`src/dtm_pkg.sv`:
```
// ----------------------------------------------------------------------------
// dtm_pkg
// Shared types and constants for the dirty tile map tracker: item layouts,
// register indexes, function codes and the command passed front to back.
// ----------------------------------------------------------------------------
package dtm_pkg;

  localparam int PIX_W         = 12;
  localparam int SUM_W         = 13;
  localparam int TILE_IDX_W    = 3;
  localparam int ORIGIN_W      = 15;
  localparam int CFG_IDX_W     = 2;
  localparam int DEF_GRID_COLS = 8;
  localparam int DEF_GRID_ROWS = 8;

  // Configuration register indexes
  localparam logic [CFG_IDX_W-1:0] REG_SCREEN_WIDTH  = 2'd0;
  localparam logic [CFG_IDX_W-1:0] REG_SCREEN_HEIGHT = 2'd1;
  localparam logic [CFG_IDX_W-1:0] REG_TILE_WIDTH    = 2'd2;
  localparam logic [CFG_IDX_W-1:0] REG_TILE_HEIGHT   = 2'd3;

  // Reset values of the configuration registers
  localparam logic [PIX_W-1:0] RST_SCREEN_WIDTH  = 12'd640;
  localparam logic [PIX_W-1:0] RST_SCREEN_HEIGHT = 12'd480;
  localparam logic [PIX_W-1:0] RST_TILE_WIDTH    = 12'd80;
  localparam logic [PIX_W-1:0] RST_TILE_HEIGHT   = 12'd60;

  // Function codes
  localparam logic FUNC_MARK = 1'b0;
  localparam logic FUNC_SCAN = 1'b1;

  typedef struct packed {
    logic             func;
    logic [PIX_W-1:0] rect_left;
    logic [PIX_W-1:0] rect_top;
    logic [PIX_W-1:0] rect_width;
    logic [PIX_W-1:0] rect_height;
  } req_t;

  typedef struct packed {
    logic [TILE_IDX_W-1:0] tile_col;
    logic [TILE_IDX_W-1:0] tile_row;
    logic [ORIGIN_W-1:0]   origin_x;
    logic [ORIGIN_W-1:0]   origin_y;
    logic                  map_empty;
    logic                  last;
  } rsp_t;

  typedef struct packed {
    logic [PIX_W-1:0] screen_width;
    logic [PIX_W-1:0] screen_height;
    logic [PIX_W-1:0] tile_width;
    logic [PIX_W-1:0] tile_height;
  } cfg_t;

  // Classified item handed from front to back
  typedef struct packed {
    logic                  scan;
    logic                  none;
    logic [TILE_IDX_W-1:0] c0;
    logic [TILE_IDX_W-1:0] c1;
    logic [TILE_IDX_W-1:0] r0;
    logic [TILE_IDX_W-1:0] r1;
  } cmd_t;

  // Queue write side driven by the front
  typedef struct packed {
    logic push;
  } qwr_t;

endpackage

```
`src/dtm_front.sv`:
```
// ----------------------------------------------------------------------------
// dtm_front
// Accepts items, clamps the rectangle origin and turns a mark's pixel edges
// into tile indices with four subtract-and-compare dividers, one step a cycle.
// ----------------------------------------------------------------------------
module dtm_front #(
  parameter int GRID_COLS = dtm_pkg::DEF_GRID_COLS,
  parameter int GRID_ROWS = dtm_pkg::DEF_GRID_ROWS
) (
  input  logic          clk,
  input  logic          rst,
  input  logic          req_valid,
  output logic          req_stall,
  input  dtm_pkg::req_t req,
  input  dtm_pkg::cfg_t cfg,
  output dtm_pkg::cmd_t cmd,
  output logic          q_push,
  input  logic          q_full
);
  import dtm_pkg::*;

  localparam logic [TILE_IDX_W-1:0] COL_LIM = TILE_IDX_W'(GRID_COLS - 1);
  localparam logic [TILE_IDX_W-1:0] ROW_LIM = TILE_IDX_W'(GRID_ROWS - 1);

  localparam logic [1:0] F_IDLE = 2'd0;
  localparam logic [1:0] F_DIV  = 2'd1;
  localparam logic [1:0] F_PUSH = 2'd2;

  logic [1:0]            state;
  logic                  scan;
  logic                  none;
  logic [SUM_W-1:0]      rem [4];
  logic [TILE_IDX_W-1:0] quo [4];

  logic [SUM_W-1:0]      size_x;
  logic [SUM_W-1:0]      size_y;
  logic [SUM_W-1:0]      size [4];
  logic [TILE_IDX_W-1:0] lim [4];
  logic [3:0]            step;
  logic [PIX_W-1:0]      xc;
  logic [PIX_W-1:0]      yc;
  logic                  accept;

  // Treat a zero tile size as one pixel
  assign size_x = (cfg.tile_width == '0) ? SUM_W'(1) : SUM_W'(cfg.tile_width);
  assign size_y = (cfg.tile_height == '0) ? SUM_W'(1) : SUM_W'(cfg.tile_height);

  // Clamp the rectangle origin to the screen
  assign xc = (req.rect_left > cfg.screen_width) ? cfg.screen_width : req.rect_left;
  assign yc = (req.rect_top > cfg.screen_height) ? cfg.screen_height : req.rect_top;

  assign req_stall = (state != F_IDLE);
  assign accept    = req_valid && !req_stall;

  // Divider step: subtract while the quotient is below its saturation limit
  always_comb begin
    size[0] = size_x;
    size[1] = size_x;
    size[2] = size_y;
    size[3] = size_y;
    lim[0]  = COL_LIM;
    lim[1]  = COL_LIM;
    lim[2]  = ROW_LIM;
    lim[3]  = ROW_LIM;
    for (int k = 0; k < 4; k++) begin
      step[k] = (quo[k] != lim[k]) && (rem[k] >= size[k]);
    end
  end

  // Hand the finished command to the queue
  assign q_push  = (state == F_PUSH) && !q_full;
  assign cmd.scan = scan;
  assign cmd.none = none;
  assign cmd.c0   = quo[0];
  assign cmd.c1   = quo[1];
  assign cmd.r0   = quo[2];
  assign cmd.r1   = quo[3];

  // Sequence: take item, divide (marks only), push
  always_ff @(posedge clk) begin
    if (rst) begin
      state <= F_IDLE;
    end else begin
      case (state)
        F_IDLE: begin
          if (accept) begin
            state <= (req.func == FUNC_SCAN) ? F_PUSH : F_DIV;
          end
        end
        F_DIV: begin
          if (step == '0) begin
            state <= F_PUSH;
          end
        end
        F_PUSH: begin
          if (!q_full) begin
            state <= F_IDLE;
          end
        end
        default: begin
          state <= F_IDLE;
        end
      endcase
    end
  end

  // Load operands on accept, iterate the dividers while in DIV
  always_ff @(posedge clk) begin
    if (accept) begin
      scan   <= req.func;
      none   <= (req.rect_width == '0) || (req.rect_height == '0);
      rem[0] <= SUM_W'(xc);
      rem[1] <= SUM_W'(xc) + SUM_W'(req.rect_width) - SUM_W'(1);
      rem[2] <= SUM_W'(yc);
      rem[3] <= SUM_W'(yc) + SUM_W'(req.rect_height) - SUM_W'(1);
      for (int k = 0; k < 4; k++) begin
        quo[k] <= '0;
      end
    end else if (state == F_DIV) begin
      for (int k = 0; k < 4; k++) begin
        if (step[k]) begin
          rem[k] <= rem[k] - size[k];
          quo[k] <= quo[k] + TILE_IDX_W'(1);
        end
      end
    end
  end

endmodule

```
`src/dtm_queue.sv`:
```
// ----------------------------------------------------------------------------
// dtm_queue
// Two-entry command queue that decouples the front from the back.
// ----------------------------------------------------------------------------
module dtm_queue (
  input  logic          clk,
  input  logic          rst,
  input  dtm_pkg::qwr_t wr,
  input  dtm_pkg::cmd_t wr_cmd,
  output logic          full,
  input  logic          pop,
  output logic          rd_valid,
  output dtm_pkg::cmd_t rd_cmd
);
  import dtm_pkg::*;

  cmd_t       mem [2];
  logic       wptr;
  logic       rptr;
  logic [1:0] count;

  assign full     = (count == 2'd2);
  assign rd_valid = (count != 2'd0);
  assign rd_cmd   = mem[rptr];

  // Store pushed commands
  always_ff @(posedge clk) begin
    if (wr.push) begin
      mem[wptr] <= wr_cmd;
    end
  end

  // Advance pointers and occupancy
  always_ff @(posedge clk) begin
    if (rst) begin
      wptr  <= 1'b0;
      rptr  <= 1'b0;
      count <= 2'd0;
    end else begin
      if (wr.push) begin
        wptr <= ~wptr;
      end
      if (pop) begin
        rptr <= ~rptr;
      end
      case ({wr.push, pop})
        2'b10:   count <= count + 2'd1;
        2'b01:   count <= count - 2'd1;
        default: count <= count;
      endcase
    end
  end

endmodule

```
`src/dtm_back.sv`:
```
// ----------------------------------------------------------------------------
// dtm_back
// Holds the dirty map, applies marks, on a scan walks and clears it one tile
// a cycle, pausing at a dirty tile on a stall; drives the result register.
// ----------------------------------------------------------------------------
module dtm_back #(
  parameter int GRID_COLS = dtm_pkg::DEF_GRID_COLS,
  parameter int GRID_ROWS = dtm_pkg::DEF_GRID_ROWS
) (
  input  logic                      clk,
  input  logic                      rst,
  input  logic                      cmd_valid,
  input  dtm_pkg::cmd_t             cmd,
  output logic                      cmd_pop,
  input  logic [dtm_pkg::PIX_W-1:0] tile_width,
  input  logic [dtm_pkg::PIX_W-1:0] tile_height,
  output logic                      rsp_valid,
  input  logic                      rsp_stall,
  output dtm_pkg::rsp_t             rsp
);
  import dtm_pkg::*;

  localparam int COL_W = (GRID_COLS > 1) ? $clog2(GRID_COLS) : 1;
  localparam int ROW_W = (GRID_ROWS > 1) ? $clog2(GRID_ROWS) : 1;
  localparam logic [ROW_W-1:0] ROW_LAST = ROW_W'(GRID_ROWS - 1);

  localparam logic B_IDLE = 1'b0;
  localparam logic B_SCAN = 1'b1;

  logic                               state;
  logic [COL_W-1:0]                   col;
  logic [ROW_W-1:0]                   row;
  logic [GRID_COLS-1:0][GRID_ROWS-1:0] dirty;

  logic                               state_next;
  logic [COL_W-1:0]                   col_next;
  logic [ROW_W-1:0]                   row_next;
  logic [GRID_COLS-1:0][GRID_ROWS-1:0] dirty_next;
  logic [GRID_COLS-1:0][GRID_ROWS-1:0] dirty_clr;
  logic [GRID_COLS-1:0][GRID_ROWS-1:0] mark_mask;
  logic                               out_free;
  logic                               rest;
  logic                               emit;
  logic [TILE_IDX_W-1:0]              col_e;
  logic [TILE_IDX_W-1:0]              row_e;
  logic                               empty_e;
  logic                               last_e;

  assign out_free = !rsp_valid || !rsp_stall;

  // Rectangle of tiles covered by a mark
  always_comb begin
    for (int c = 0; c < GRID_COLS; c++) begin
      for (int r = 0; r < GRID_ROWS; r++) begin
        mark_mask[c][r] = (TILE_IDX_W'(c) >= cmd.c0) && (TILE_IDX_W'(c) <= cmd.c1) &&
                          (TILE_IDX_W'(r) >= cmd.r0) && (TILE_IDX_W'(r) <= cmd.r1);
      end
    end
  end

  // Map with the current tile dropped, and whether anything remains after it
  always_comb begin
    dirty_clr           = dirty;
    dirty_clr[col][row] = 1'b0;
  end
  assign rest = |dirty_clr;

  // Execute commands and walk the map
  always_comb begin
    state_next = state;
    col_next   = col;
    row_next   = row;
    dirty_next = dirty;
    cmd_pop    = 1'b0;
    emit       = 1'b0;
    col_e      = '0;
    row_e      = '0;
    empty_e    = 1'b1;
    last_e     = 1'b1;
    case (state)
      B_IDLE: begin
        if (cmd_valid && out_free) begin
          cmd_pop = 1'b1;
          if (!cmd.scan) begin
            if (!cmd.none) begin
              dirty_next = dirty | mark_mask;
            end
            emit = 1'b1;
          end else if (dirty == '0) begin
            emit = 1'b1;
          end else begin
            state_next = B_SCAN;
            col_next   = '0;
            row_next   = '0;
          end
        end
      end
      B_SCAN: begin
        if (!dirty[col][row] || out_free) begin
          if (dirty[col][row]) begin
            emit       = 1'b1;
            col_e      = TILE_IDX_W'(col);
            row_e      = TILE_IDX_W'(row);
            empty_e    = 1'b0;
            last_e     = !rest;
            dirty_next = dirty_clr;
            if (!rest) begin
              state_next = B_IDLE;
            end
          end
          if (row == ROW_LAST) begin
            row_next = '0;
            col_next = col + COL_W'(1);
          end else begin
            row_next = row + ROW_W'(1);
          end
        end
      end
      default: begin
        state_next = B_IDLE;
      end
    endcase
  end

  // Control state and map
  always_ff @(posedge clk) begin
    if (rst) begin
      state <= B_IDLE;
      col   <= '0;
      row   <= '0;
      dirty <= '0;
    end else begin
      state <= state_next;
      col   <= col_next;
      row   <= row_next;
      dirty <= dirty_next;
    end
  end

  // Result register: load on emit, drop once taken
  always_ff @(posedge clk) begin
    if (rst) begin
      rsp_valid <= 1'b0;
    end else if (emit) begin
      rsp_valid <= 1'b1;
    end else if (!rsp_stall) begin
      rsp_valid <= 1'b0;
    end
  end

  always_ff @(posedge clk) begin
    if (emit) begin
      rsp.tile_col  <= col_e;
      rsp.tile_row  <= row_e;
      rsp.origin_x  <= {3'b000, tile_width} * {12'd0, col_e};
      rsp.origin_y  <= {3'b000, tile_height} * {12'd0, row_e};
      rsp.map_empty <= empty_e;
      rsp.last      <= last_e;
    end
  end

endmodule

```
`src/dirty_tile_map_tracker_core.sv`:
```
// ----------------------------------------------------------------------------
// dirty_tile_map_tracker_core
// Dirty tile map tracker: marks rectangles into a grid of dirty bits and
// reports the dirty tiles in column-major order on a scan, then clears.
// ----------------------------------------------------------------------------
// Mark: front clamps the origin, runs the divider loop of one subtract per
//   cycle and pushes; back applies it to the map and emits one result.
// Scan: back walks the map one tile per cycle unless a dirty tile meets a stall,
//   stopping after the last dirty tile; a result per dirty tile, or one if clean.
// A new item is taken while the back still works or a result waits (2-deep queue).
// Reset (rst, synchronous): map cleared, registers 640 x 480, tile 80 x 60.
module dirty_tile_map_tracker_core #(
  parameter int GRID_COLS = dtm_pkg::DEF_GRID_COLS,
  parameter int GRID_ROWS = dtm_pkg::DEF_GRID_ROWS
) (
  input  logic                          clk,
  input  logic                          rst,
  input  logic                          req_valid,
  output logic                          req_stall,
  input  dtm_pkg::req_t                 req,
  output logic                          rsp_valid,
  input  logic                          rsp_stall,
  output dtm_pkg::rsp_t                 rsp,
  input  logic                          cfg_valid,
  output logic                          cfg_ready,
  input  logic [dtm_pkg::CFG_IDX_W-1:0] cfg_index,
  input  logic [dtm_pkg::PIX_W-1:0]     cfg_data
);
  import dtm_pkg::*;

  cfg_t cfg;
  cmd_t front_cmd;
  cmd_t back_cmd;
  qwr_t qwr;
  logic q_full;
  logic q_valid;
  logic q_pop;

  assign cfg_ready = 1'b1;

  // Configuration registers
  always_ff @(posedge clk) begin
    if (rst) begin
      cfg.screen_width  <= RST_SCREEN_WIDTH;
      cfg.screen_height <= RST_SCREEN_HEIGHT;
      cfg.tile_width    <= RST_TILE_WIDTH;
      cfg.tile_height   <= RST_TILE_HEIGHT;
    end else if (cfg_valid && cfg_ready) begin
      case (cfg_index)
        REG_SCREEN_WIDTH:  cfg.screen_width  <= cfg_data;
        REG_SCREEN_HEIGHT: cfg.screen_height <= cfg_data;
        REG_TILE_WIDTH:    cfg.tile_width    <= cfg_data;
        REG_TILE_HEIGHT:   cfg.tile_height   <= cfg_data;
        default: begin
        end
      endcase
    end
  end

  dtm_front #(
    .GRID_COLS (GRID_COLS),
    .GRID_ROWS (GRID_ROWS)
  ) u_front (
    .clk       (clk),
    .rst       (rst),
    .req_valid (req_valid),
    .req_stall (req_stall),
    .req       (req),
    .cfg       (cfg),
    .cmd       (front_cmd),
    .q_push    (qwr.push),
    .q_full    (q_full)
  );

  dtm_queue u_queue (
    .clk      (clk),
    .rst      (rst),
    .wr       (qwr),
    .wr_cmd   (front_cmd),
    .full     (q_full),
    .pop      (q_pop),
    .rd_valid (q_valid),
    .rd_cmd   (back_cmd)
  );

  dtm_back #(
    .GRID_COLS (GRID_COLS),
    .GRID_ROWS (GRID_ROWS)
  ) u_back (
    .clk         (clk),
    .rst         (rst),
    .cmd_valid   (q_valid),
    .cmd         (back_cmd),
    .cmd_pop     (q_pop),
    .tile_width  (cfg.tile_width),
    .tile_height (cfg.tile_height),
    .rsp_valid   (rsp_valid),
    .rsp_stall   (rsp_stall),
    .rsp         (rsp)
  );

endmodule

```
`config.mk`:
```
export PLATFORM = sky130hd
export DESIGN_NAME = dirty_tile_map_tracker_core
export DESIGN_NICKNAME = d
export VERILOG_FILES = /design/src/dtm_pkg.sv /design/src/dtm_front.sv /design/src/dtm_queue.sv /design/src/dtm_back.sv /design/src/dirty_tile_map_tracker_core.sv
export SDC_FILE = /design/constraint.sdc
export NUM_CORES = 1
export LEC_CHECK = 0
export ABC_AREA = 1
export CORE_AREA = 2 2 218 220
export CTS_BUF_LIST = sky130_fd_sc_hd__clkbuf_2
export CTS_CLUSTER_SIZE = 40
export DETAILED_ROUTE_END_ITERATION = 16
export DIE_AREA = 0 0 220 222
export DONT_BUFFER_PORTS = 1
export PLACE_DENSITY = 0.64
export SETUP_SLACK_MARGIN = 0.2
export SYNTH_ARGS = -nofsm -noshare
export SYNTH_HDL_FRONTEND = slang
export SYNTH_SLANG_ARGS = --single-unit
```
`constraint.sdc`:
```
create_clock -name clk -period 6.5 [get_ports clk]
set_input_delay 0.325 -clock clk [delete_from_list [all_inputs] [get_ports clk]]
set_output_delay 0.325 -clock clk [all_outputs]
set_load 0.01 [all_outputs]
```
# ---- Word level (Yosys, flattened, before mapping)
# Memories as Yosys holds them, arrays and structs flattened. A register that Yosys moved wholly into a read port is not among the register bits.
# Index checks and enable logic that the tools add are counted.
dict set report classes {
  n_addsub 16
  multipliers 2
  n_div 0
  n_lt_le_gt_ge 42
  eq_ne 25
  shift 0
  n_mux 87
  bitwise_logic 14
  reduce_logical 176
}
# op n
set op_table {}
lappend op_table {{$mux W64} 5}
lappend op_table {{$logic_and A1 B1 Y1} 145}
lappend op_table {{$pmux W64 S2} 1}
lappend op_table {{$and A64 B64 Y64} 1}
lappend op_table {{$logic_not A64 Y1} 1}
lappend op_table {{$not A64 Y64} 1}
lappend op_table {{$or A64 B64 Y64} 1}
lappend op_table {{$reduce_or A64 Y1} 1}
lappend op_table {{$ge A13 B13 Y1} 4}
lappend op_table {{$mux W13} 4}
lappend op_table {{$sub A13 B13 Y13} 4}
lappend op_table {{$mux W3} 17}
lappend op_table {{$logic_not A12 Y1} 4}
lappend op_table {{$mux W12} 4}
lappend op_table {{$mux W1} 40}
lappend op_table {{$mul A12 B3 Y15} 2}
lappend op_table {{$add A12 B12 Y13} 2}
lappend op_table {{$sub A13 B1 Y13 const B} 2}
lappend op_table {{$bmux W8 S3} 1}
lappend op_table {{$demux W8 S3} 1}
lappend op_table {{$ge A3 B3 Y1 const A} 8}
lappend op_table {{$gt A12 B12 Y1} 2}
lappend op_table {{$le A3 B3 Y1 const A} 8}
lappend op_table {{$add A3 B1 Y3 const B} 6}
lappend op_table {{33 further kinds} 97}
dict set report totals {
  ff_bits 166
  latchBits 0
  ramBits 92
  mem_bits_ro 0
  inputBits 68
  output_inout_bits 41
  word_cells 393
  mem_count 3
}
# memory depth width rd rd_clocked_by_memory_dff write_ports line
set memory_table {}
lappend memory_table {u_front.rem 4 13 4 0 4 dtm_front.sv:32} ;# logic [SUM_W-1:0] rem [4];
lappend memory_table {u_queue.mem 2 14 1 1 1 dtm_queue.sv:17} ;# cmd_t mem [2];
lappend memory_table {u_front.quo 4 3 4 0 4 dtm_front.sv:33} ;# logic [TILE_IDX_W-1:0] quo [4];

# ---- Depth between registers and ports, before layout
# Gate-level depths: netlist of run 1.
dict set report depth {
  ltp_word 13
  mapped_depth 29
  ltp_nobuf 28
}

# ---- Modules after synthesis
# From an unflattened synthesis of run 1, not the netlist that was laid out.
dict set report unflattened {
  cells_unflattened 2686
  hier_area_um2 19319.8
}
# mod instances cells_per_inst area_per_inst_um2 seq_area_each_um2
set modules_own_cells {}
lappend modules_own_cells {dtm_back 1 1262 8345.5 2582.5}
lappend modules_own_cells {dtm_front 1 1055 7782.5 2021.9}
lappend modules_own_cells {dirty_tile_map_tracker_core 1 293 1956.9 960.9}
lappend modules_own_cells {dtm_queue 1 76 1234.9 940.9}

# ---- Worst setup path before layout of run 1
# OpenSTA, ideal clock, no wires.
dict set report synth_path {
  path_kind {register to register}
  start {reg u_back.col[0]}
  end {reg, netlist name u_back.rsp[31]}
  setup_ps 259
  arrival_ps 3859
  required_time_ps 6241
  setup_slack_ps 2382
  stages_incl_launch_ff 27
  n_path_buf 2
  synth_period_minus_slack_ps 4118
  cell_sequence {dfxtp_1 buf_4 buf_4 o21ai_0 nand2_1 nand2_1 nand2_1 nand2_1 nand2_1 nand2_1 nor2_1 nand2_2 nand3_4 nor2_2 inv_2 nor2_1 fa_1 ha_1 fa_1 nand3_1 nand3_1 a21oi_1 o21bai_1 a21boi_0 o21ai_0 a21oi_1 o21bai_1}
}
dict set report synth_via {
  elab_chain_cells 9
  word_cells_on_any_way 10
  classes_between {mul: 1; mux: 7; reduce/logical: 2}
}
# item line
set synth_rtl {}
lappend synth_rtl {{start: declaration} dtm_back.sv:31} ;# logic [COL_W-1:0] col;
lappend synth_rtl {{start signal: assignment} dtm_back.sv:134} ;# col <= col_next;
lappend synth_rtl {{$bmux W8 S3 (*)} {dtm_back.sv:99, dtm_back.sv:100}}
lappend synth_rtl {{$mux W8 (implied by the code) (*)} {dtm_back.sv:99, dtm_back.sv:100}}
lappend synth_rtl {{$bmux W1 S3 (*)} {dtm_back.sv:99, dtm_back.sv:100}}
lappend synth_rtl {{$mux W1 (implied by the code) (*)} {dtm_back.sv:99, dtm_back.sv:100}}
lappend synth_rtl {{$logic_not A1 Y1} dtm_back.sv:99} ;# if (!dirty[col][row] || out_free) begin
lappend synth_rtl {{$logic_or A1 B1 Y1} dtm_back.sv:99}
lappend synth_rtl {{$mux W3 (*)} dtm_back.sv:99}
lappend synth_rtl {{$mux W3 (*)} dtm_back.sv:80} ;# case (state)
lappend synth_rtl {{net u_back.col_e[1]} dtm_back.sv:44} ;# logic [TILE_IDX_W-1:0] col_e;
lappend synth_rtl {{$mul A12 B3 Y15 (*)} dtm_back.sv:155} ;# rsp.origin_x <= {3'b000, tile_width} * {12'd0, col_e};
# The timed path passes the listed nets; every way through them passes the cells marked *. The select of a mux whose other input is x is not followed.
# A chain may end at the register's enable or synchronous reset.

# ---- Worst setup path in the final report of run 1
dict set report layout_path {
  start {reg u_back.col[0]}
  end {reg, netlist name u_back.rsp[31]}
}
dict set report layout_via {
  elab_chain_cells 9
  word_cells_on_any_way 10
  classes_between {mul: 1; mux: 7; reduce/logical: 2}
}
# item line
set layout_rtl {}
lappend layout_rtl {{$bmux W8 S3} {dtm_back.sv:99, dtm_back.sv:100}}
lappend layout_rtl {{$mux W8 (implied by the code)} {dtm_back.sv:99, dtm_back.sv:100}}
lappend layout_rtl {{$bmux W1 S3} {dtm_back.sv:99, dtm_back.sv:100}}
lappend layout_rtl {{$mux W1 (implied by the code)} {dtm_back.sv:99, dtm_back.sv:100}}
lappend layout_rtl {{$logic_not A1 Y1} dtm_back.sv:99}
lappend layout_rtl {{$logic_or A1 B1 Y1} dtm_back.sv:99}
lappend layout_rtl {{$mux W3 (*)} dtm_back.sv:99}
lappend layout_rtl {{$mux W3 (*)} dtm_back.sv:80}
lappend layout_rtl {{net u_back.col_e[0]} dtm_back.sv:44}
lappend layout_rtl {{$mul A12 B3 Y15 (*)} dtm_back.sv:155}
# Marked as above.

==> results of run 1 <==
worst max-delay path, cell delays in order, from the launching register on:
cell and delay, ns:
dfxtp_1 0.89, buf_4 0.39, nand2_1 0.08, nand2_1 0.07, nand2_1 0.05, nand2_1 0.10
nand2_1 0.05, nand2_1 0.08, nand2_1 0.05, nand2_1 0.08, nor2_1 0.06, nand2_2 0.14
nand3_4 0.27, nor2_2 0.41, inv_2 0.12, nor2_1 0.16, fa_1 0.43, ha_1 0.24
fa_1 0.40, nand3_1 0.10, nand3_1 0.11, a21oi_1 0.15, o21bai_1 0.11, a21boi_0 0.27
o21ai_0 0.18, a21oi_1 0.15, o21bai_1 0.07
power by group:
part           switching [mW]  internal, mW  total, mW  leakage (nW)
clock                   0.758         0.516       1.27         0.496
sequential              0.247          2.14       2.39          2.29
combinational            1.83         0.825       2.66          6.27
kinds of logic after synthesis:
| kind of cell | share of synthesized area |
|---|---|
| muxes | 0.00272 |
| and+or+nand+nor | 0.216 |
| other | 0.000204 |
| DFF | 0.354 |
| adders and majority gates | 0.138 |
| xor gates and xnor gates | 0.0376 |
| buffers and inverters | 0.0910 |
| AOI/OAI and AO/OA | 0.160 |
through the flow:
step	utilization	total power [mW]	cell area (µm²)	std cells
after floorplan	-	4.25	18400	2473
after global placement	0.409	4.93	18900	3020
after detailed placement	0.409	4.97	18900	3020
after CTS	0.437	6.31	20200	3211
after global routing	0.437	6.77	20200	3214
final	0.437	6.32	20200	3214
routing by layer:
layer,track usage,vias up,wire (µm)
met4,0.107,4,2370
met3,0.0461,169,4370
met2,0.381,708,26500
met5,0,-,24
li1,-,8455,-
met1,0.297,7932,23500
path summary, 6_finish.rpt:
check                          from            endpoint  slack, ns  cells after the start
setup / recovery      u_back.col[0]      u_back.rsp[31]       1.01                     26
hold / removal              req[18]   u_front.rem[1][7]        0.1                      7
setup reg to reg      u_back.col[0]      u_back.rsp[31]       1.01                     26
hold reg to reg   u_front.quo[0][1]  u_queue.mem[0][10]       0.47                      0
sequential cells by signal (all words and copies together), names as in the netlist, 2 cells and up, named ones only:
| signal | count |
|---|---|
| u_queue.mem | 28 |
| u_back.row | 3 |
| u_front.state | 2 |
| u_back.col | 3 |
| cfg | 48 |
| u_front.rem | 52 |
| u_back.rsp | 38 |
| u_queue.count | 2 |
| u_back.dirty | 64 |
| u_front.quo | 12 |
area by class of cell:
cell class / count / area share
sequential: 259 / 0.322
antenna: 3 / 0.000371
clock inverter: 23 / 0.00761
multi-input combinational: 1783 / 0.505
tap: 607 / 0.0376
timing repair buffer: 72 / 0.0344
clock buffer: 106 / 0.0262
inverter: 361 / 0.0670
Yosys cell counts (2+ instances only):
master     count  share of area
nand2_1      492           0.10
inv_1        353          0.072
a21oi_1      278          0.076
nor2_1       234          0.048
o21ai_0      212          0.058
ha_1         158           0.11
edfxtp_1     132           0.22
dfxtp_1      127           0.14
nand3_1      124          0.034
xor2_1        55          0.026
clkbuf_1      38         0.0078
nand4_1       36          0.012
fa_1          28          0.030
nor3_1        26         0.0071
xnor2_1       24          0.011
buf_2         20         0.0054
nor4_1        19         0.0065
o21ai_1       13         0.0035
o211ai_1      12         0.0049
o2111ai_1     10         0.0048
or2_2          9         0.0031
inv_2          8         0.0016
o21a_1         8         0.0033
nor2_2         7         0.0024
a21o_1         6         0.0024
a31oi_1        6         0.0020
buf_4          6         0.0024
mux2i_1        5         0.0027
buf_1          4        0.00082
nand2_2        4         0.0014
o21bai_1       4         0.0016
o41ai_1        3         0.0014
o31ai_1        2        0.00082
==> flow_metrics.py, run 1 <==
metrics = {
    "outcome": {
        "status": "finished clean",
    },
    "final_layout": {
        "fin_nets": 2805,
        "multi_input_area_um2": 10200,
        "drive_gt1_frac": 0.0595,
        "final_common_cell": "nand2_1",
        "seq_area_um2": 6510,
        "n_fill_cell": 4762,
        "layout_common_cells": "nand2_1, inv_1, a21oi_1, nor2_1, o21ai_0",
        "areaGrowthSynthToFinish_pct": 9.95,
    },
    "place": {
        "place_ws_ns": 1.07,
        "place_hpwl_um": 40500,
        "port_buffers": 0,
        "place.gp.congestion": 0.949,
    },
    "floorplanning": {
        "coreArea_um2": 46300,
        "start_util": 0.398,
        "num_rows": 79,
        "pin_count": 109,
        "dieArea_um2": 48800,
        "fp.dieW_um": 220,
        "die_y_um": 222,
    },
    "global_route": {
        "grt_max_degree": 91,
        "grt_usage": 0.234,
        "grt_pass1_vias": 17000,
        "antenna_found_initial": 5,
        "grt_pass1_wl_um": 90000,
        "overflow": 0,
    },
    "sta": {
        "tightestPinTransition_ns": 1.27,
        "slew_violations": 0,
        "hold_violations": 0,
        "max_freq_mhz": 182,
        "rsz0062_at_grt": "false",
        "fin_crit_sh": 0.844,
        "setup_slack_ns": 1.01,
        "setup_viol": 0,
        "fin_hold_ws_ns": 0.0973,
        "finalClockSkew_ns": 0.0887,
        "setup_tns_ns": 0,
        "min_period_ns": 5.49,
        "relSlewSlack": 0.151,
    },
    "cts": {
        "cts_buffer_depth": 3,
        "hold_buffers": 62,
        "cts_resized": 0,
        "cts_buffers": 74,
        "cts.htree.levels": 3,
        "cts_root_buffer": "clkbuf_2",
        "post-cts-setup-buffers": 0,
        "clk_latency_ns": 1.03,
        "cts.clk_slew.worst_paths_ns": 0.10,
        "tritoncts": "built",
        "cts_sinks": 259,
    },
    "hold_path": {
        "hp-class": "primary input to flop",
    },
    "setup_path": {
        "crit_fanout": 29,
        "start_kind": "flop",
        "required_ns": 7.20,
        "critPathKind": "flop to flop",
        "worstSetupEndpointType": "flop",
        "crit_arrival_ns": 6.19,
    },
    "detailed_routing": {
        "routed_via_density": 5.37,
        "vias": 17300,
        "drc_errors": 0,
        "drt-total-wl_um": 56700,
        "drt_iter0_markers": 1448,
        "postRouteAntennaNets": 0,
        "first_pass_iters": 6,
        "detail_route.wl_per_cell_um": 17.6,
    },
    "logic_synthesis": {
        "ys_warn_count": 0,
        "syn-cell-area_um2": 18400,
        "syn_inst": 2473,
        "synth_cell_types": 43,
        "synth-seq-cells": 259,
        "async_flop_share": 0,
        "seq_area_frac_synth": 0.354,
        "synthFlopType": "edfxtp_1",
        "synth_edf_count": 132,
        "syn_nets": 2727,
        "syn_avg_cell_area_um2": 7.44,
    },
    "pwr": {
        "p_leak_nw": 9.06,
        "power_density_nw_per_um2": 312,
        "peakVddDrop_v": 0.000173,
    },
    "flow_run": {
        "max_cap_violations": 0,
    },
}
(Power assumes the default switching activity.)
==> run 2, diff against run 1 <==
PLACE_DENSITY = 0.66   (was 0.64)
clock period = 4.5 ns   (was 6.5 ns; I/O delays follow)
==> flow_metrics.py, run 2 (synthesis results as in run 1) <==
metrics = {
    "outcome": {
        "status": "finished clean",
    },
    "place": {
        "port_buffers": 0,
        "place.gp.congestion": 0.934,
        "dpl-instance-area_um2": 19200,
        "place_hpwl_um": 42200,
    },
    "hold_path": {
        "hp-class": "primary input to flop",
    },
    "final_layout": {
        "reg_top3": "u_back.dirty: 64 flops, u_front.rem: 52 flops, cfg: 48 flops",
        "layout_common_cells": "nand2_1, inv_1, a21oi_1, nor2_1, o21ai_0",
        "postLayoutCellArea_um2": 21100,
        "areaGrowthSynthToFinish_pct": 14.9,
        "fin_nets": 2886,
        "largest_register_ffs": 64,
        "drive_gt1_frac": 0.0926,
        "final_common_cell": "nand2_1",
        "final_core_util": 0.457,
        "regMostFlops": "u_back.dirty",
    },
    "sta": {
        "finalClockSkew_ns": 0.0680,
        "slew_violations": 0,
        "min_period_ns": 4.21,
        "max_freq_mhz": 237,
        "rsz0062_at_grt": "true",
        "setup_viol": 0,
        "setup_tns_ns": 0,
        "hold_violations": 0,
        "fin_crit_sh": 0.936,
        "relSlewSlack": 0.145,
        "tightestPinTransition_ns": 1.27,
    },
    "pwr": {
        "intPower_mw": 5.08,
        "p_leak_nw": 9.48,
        "power_density_nw_per_um2": 435,
        "netSwitchingFraction": 0.448,
        "peakVddDrop_v": 0.000259,
        "p_sw_mw": 4.11,
        "clkPwrFrac": 0.202,
        "seq_power_share": 0.375,
        "p_comb_frac": 0.422,
    },
    "cts": {
        "cts_buffer_depth": 3,
        "cts.htree.levels": 3,
        "cts.clk_slew.worst_paths_ns": 0.10,
        "clk_latency_ns": 1.01,
        "cts_sinks": 259,
        "cts_buffers": 78,
        "cts_root_buffer": "clkbuf_2",
        "tritoncts": "built",
    },
    "floorplanning": {
        "start_util": 0.398,
        "dieArea_um2": 48800,
        "fp.dieW_um": 220,
        "die_y_um": 222,
        "num_rows": 79,
        "coreArea_um2": 46300,
        "pin_count": 109,
    },
    "detailed_routing": {
        "drc_errors": 0,
        "first_pass_iters": 6,
        "postRouteAntennaNets": 0,
        "routed_via_density": 5.37,
        "drt_iter0_markers": 1332,
        "drt-total-wl_um": 58700,
        "detail_route.wl_per_cell_um": 17.8,
        "vias": 17700,
    },
    "setup_path": {
        "worstSetupEndpointType": "flop",
        "crit_fanout": 6,
        "critPathKind": "flop to flop",
        "start_kind": "flop",
        "required_ns": 5.21,
        "crit_arrival_ns": 4.93,
    },
    "global_route": {
        "grt_pass1_wl_um": 92200,
        "overflow": 0,
        "grt_max_degree": 73,
        "grt_pass1_vias": 17400,
        "grt_usage": 0.239,
        "antenna_found_initial": 5,
    },
    "flow_run": {
        "max_cap_violations": 0,
    },
}
==> run 2: cell count changes in the layout (fill, tap and decap cells not counted), moves of 4 or more <==
cell and delta:
a21oi_1 -6, a21oi_2 +6, buf_4 +42, clkbuf_2 +8, clkinv_1 -5, clkinv_2 +4, dlygate4sd3_1 +25, nor2_1 -6
nor2_4 +8, o21ai_0 -7, o21ai_1 +5
==> run 2: metal layers <==
layer	wire (µm)	GRT usage
met3	4440	0.0424
met4	2180	0.111
met2	27800	0.394
met5	35	0
met1	24300	0.302
==> run 2: cell type report <==
| cell class | instances | area [µm²] |
|---|---|---|
| diodes | 2 | 5.00 |
| flip-flops and latches | 259 | 6510 |
| clock buffers | 114 | 571 |
| inverters | 361 | 1370 |
| fillers | 4631 | 25100 |
| well taps | 607 | 759 |
| clock inverters | 23 | 139 |
| repair buffers | 148 | 1420 |
| multi-input cells | 1784 | 10400 |
==> run 2: worst max-delay path, stage by stage, from the launching register on <==
cell        delay [ns]
dfxtp_2           0.44
clkinvlp_4        0.16
nor3_1            0.22
buf_4             0.24
nand2_1           0.07
nand2_1           0.08
nor2_2            0.05
nand2_2           0.10
nand3_4           0.20
nor2_4            0.22
inv_4             0.07
nor2_4            0.10
fa_1              0.43
ha_2              0.20
fa_2              0.40
nand3_1           0.11
nand3_2           0.10
a21oi_2           0.16
o21bai_2          0.09
a21boi_2          0.19
o21ai_2           0.09
a21oi_1           0.15
o21bai_1          0.07
==> run 2: per-stage QoR <==
| stage | std cells | hold WS (ns) | setup slack (ns) | total power, mW |
|---|---|---|---|---|
| floorplan | 2473 | 0.324 | 0.382 | 6.13 |
| global placement | 3059 | 0.301 | 0.280 | 7.13 |
| detailed placement | 3059 | 0.303 | 0.129 | 7.20 |
| CTS | 3286 | 0.00167 | 0.201 | 9.18 |
| global route | 3298 | 0.0873 | 0.158 | 9.85 |
| finish | 3298 | 0.0955 | 0.287 | 9.19 |
==> run 2: worst paths after layout <==
check,cells past startpoint,slack (ns),start,to
max,22,0.29,u_back.row[1],u_back.rsp[31]
min,7,0.1,req[16],u_front.rem[1][6]
max reg2reg,22,0.29,u_back.row[1],u_back.rsp[31]
min reg2reg,0,0.47,u_front.scan,u_queue.mem[0][13]
==> run 2: repair_timing <==
action / CTS / global route
resized for setup: 7 / 48
hold buffers: 87 / 0
gates cloned: 1 / 2
pin swaps: 0 / 13
endpoints found under the hold margin: 148 / 0
endpoints found under the setup margin: 2 / 11
setup buffers: 2 / 8
==> run 2: power by group through the flow <==
stage                     Sequential, mW  Clock [mW]  Combinational, mW
after floorplan                     3.37           0               2.76
after global placement              3.49           0               3.65
after detailed placement            3.51           0               3.69
after CTS                           3.45        1.91               3.81
after global routing                3.50        2.02               4.33
final                               3.45        1.86               3.88
==> run 3, diff against run 2 <==
BUFFER_PORTS_ARGS = -buffer_cell sky130_fd_sc_hd__clkbuf_2   (was default)
CTS_CLUSTER_SIZE = default   (was 40)
DONT_BUFFER_PORTS = default   (was 1)
PLACE_DENSITY = 0.68   (was 0.66)
REMOVE_ABC_BUFFERS = 1   (was default)
==> flow_metrics.py, run 3 (synthesis results as in run 1) <==
metrics = {
    "place": {
        "port_buffers": 107,
        "place_hpwl_um": 42200,
        "place.gp.congestion": 0.989,
        "dp_cells": 3167,
    },
    "setup_path": {
        "required_ns": 5.17,
        "critPathKind": "flop to flop",
        "ff2ff_path_depth": 26,
        "start_kind": "flop",
        "cp-startpoint": "u_back.col[0]",
        "worstSetupEndpointType": "flop",
        "crit_arrival_ns": 4.92,
        "crit_fanout": 18,
        "r2r-start": "u_back.col[0]",
    },
    "sta": {
        "min_period_ns": 4.25,
        "setup_viol": 0,
        "fin_crit_sh": 0.945,
        "rsz0062_at_grt": "true",
        "finalClockSkew_ns": 0.171,
        "relSlewSlack": 0.147,
        "slew_violations": 0,
        "tightestPinTransition_ns": 1.27,
        "max_freq_mhz": 235,
        "hold_violations": 0,
    },
    "final_layout": {
        "stdcell_count": 3410,
        "fin_nets": 2990,
        "final_core_util": 0.473,
        "areaGrowthSynthToFinish_pct": 19.0,
        "largest_register_ffs": 64,
        "final_common_cell": "nand2_1",
        "layout_common_cells": "nand2_1, inv_1, a21oi_1, nor2_1, clkbuf_2",
        "drive_gt1_frac": 0.144,
        "reg_top3": "u_back.dirty: 64 flops, u_front.rem: 52 flops, cfg: 48 flops",
        "n_fill_cell": 4655,
        "regMostFlops": "u_back.dirty",
    },
    "detailed_routing": {
        "drt-total-wl_um": 59700,
        "vias": 18200,
        "first_pass_iters": 6,
        "routed_via_density": 5.33,
        "drt_iter0_markers": 1479,
        "drc_errors": 0,
        "detail_route.wl_per_cell_um": 17.5,
        "postRouteAntennaNets": 0,
    },
    "global_route": {
        "grt_pass1_vias": 17700,
        "grt_usage": 0.242,
        "grt_max_degree": 65,
        "grt-busiest-layer": "met2",
        "grt_pass1_wl_um": 93400,
        "use_met2": 0.399,
        "grtUsageMet1": 0.309,
        "overflow": 0,
        "antenna_found_initial": 3,
        "use_met3": 0.0473,
    },
    "pwr": {
        "clkPwrFrac": 0.200,
        "total_power_mw": 9.34,
        "p_sw_mw": 4.21,
        "netSwitchingFraction": 0.450,
        "p_leak_nw": 9.97,
        "seq_power_share": 0.358,
        "power_density_nw_per_um2": 427,
        "intPower_mw": 5.14,
        "p_comb_frac": 0.442,
        "peakVddDrop_v": 0.000362,
    },
    "cts": {
        "cts_buffers": 75,
        "clk_latency_ns": 1.07,
        "cts.clk_slew.worst_paths_ns": 0.09,
        "cts_sinks": 259,
        "tritoncts": "built",
        "cts_buffer_depth": 3,
        "cts.htree.levels": 3,
        "cts_root_buffer": "clkbuf_2",
    },
    "floorplanning": {
        "coreArea_um2": 46300,
        "pin_count": 109,
        "dieArea_um2": 48800,
        "die_y_um": 222,
        "fp.dieW_um": 220,
        "num_rows": 79,
        "start_util": 0.398,
    },
    "flow_run": {
        "max_cap_violations": 0,
    },
    "hold_path": {
        "worstHoldStart": "rst",
        "holdPathStages": 3,
        "hp-class": "primary input to flop",
    },
    "outcome": {
        "status": "finished clean",
    },
}
[run 3: worst paths after layout]
kind                             to  slack [ns]
setup / recovery     u_back.rsp[31]        0.25
hold reg to reg   u_queue.mem[1][2]        0.48
hold / removal        u_back.col[0]        0.14
setup reg to reg     u_back.rsp[31]        0.25
[run 3: critical path, stage by stage (launching register included)]
cell and delay [ns]:
dfxtp_4 0.38, buf_12 0.13, buf_16 0.14, o21ai_0 0.16, nand2_1 0.09, nand2_1 0.07
nand2_1 0.05, nand2_1 0.06, nand2_1 0.05, nand2_1 0.06, nor2_1 0.05, nand2_2 0.11
nand3_4 0.22, nor2_4 0.20, inv_2 0.05, nor2_2 0.09, fa_1 0.42, ha_2 0.20
fa_2 0.41, nand3_2 0.08, nand3_2 0.08, a21oi_2 0.16, o21bai_2 0.11, a21boi_2 0.17
o21ai_2 0.10, a21oi_2 0.13, o21bai_1 0.07
[run 3: repair_timing]
item | 4_1_cts | 5_1_grt
pin swaps | 5 | 51
endpoints found under the hold margin | 101 | 0
endpoints found under the setup margin | 7 | 11
hold buffers | 71 | 0
gates resized for setup | 21 | 86
buffers inserted | 1 | 22
cloned | 1 | 4
[run 3: power groups by stage]
stage / combinational [mW] / sequential, mW / clock (mW)
2_1_floorplan: 2.64 / 3.40 / 0
3_3_place_gp: 3.94 / 3.39 / 0
6_report: 4.13 / 3.35 / 1.86
3_5_place_dp: 3.98 / 3.40 / 0
5_1_grt: 4.59 / 3.40 / 2.04
4_1_cts: 4.06 / 3.35 / 1.92
[run 3: area by class of cell]
| type | instances | area, µm² | share of cell area |
|---|---|---|---|
| clock buffers | 109 | 546 | 0.0249 |
| diodes | 4 | 10.0 | 0.000457 |
| repair buffers | 256 | 2000 | 0.0914 |
| multi-input cells | 1783 | 10500 | 0.481 |
| well taps | 607 | 759 | 0.0347 |
| flip-flops and latches | 259 | 6510 | 0.297 |
| inverters | 361 | 1380 | 0.0628 |
| clock inverters | 31 | 165 | 0.00754 |
[run 3: metrics by stage]
stage / setup WS, ns / setup TNS, ns / area, µm² / hold WS, ns
after CTS: 0.154 / 0 / 21300 / 0.0270
after global routing: 0.0439 / 0 / 21900 / 0.103
after global placement: 0.205 / 0 / 19800 / 0.446
after floorplan: -0.426 / -1.82 / 18100 / 0.294
after detailed placement: 0.123 / 0 / 19800 / 0.460
final: 0.247 / 0 / 21900 / 0.143
[run 3: per-layer routing]
layer | share of wire | wire length (µm) | vias to the layer above
met5 | 0 | 0 | -
li1 | - | - | 8831
met3 | 0.077 | 4590 | 174
met2 | 0.47 | 28300 | 754
met4 | 0.037 | 2220 | 0
met1 | 0.41 | 24600 | 8414
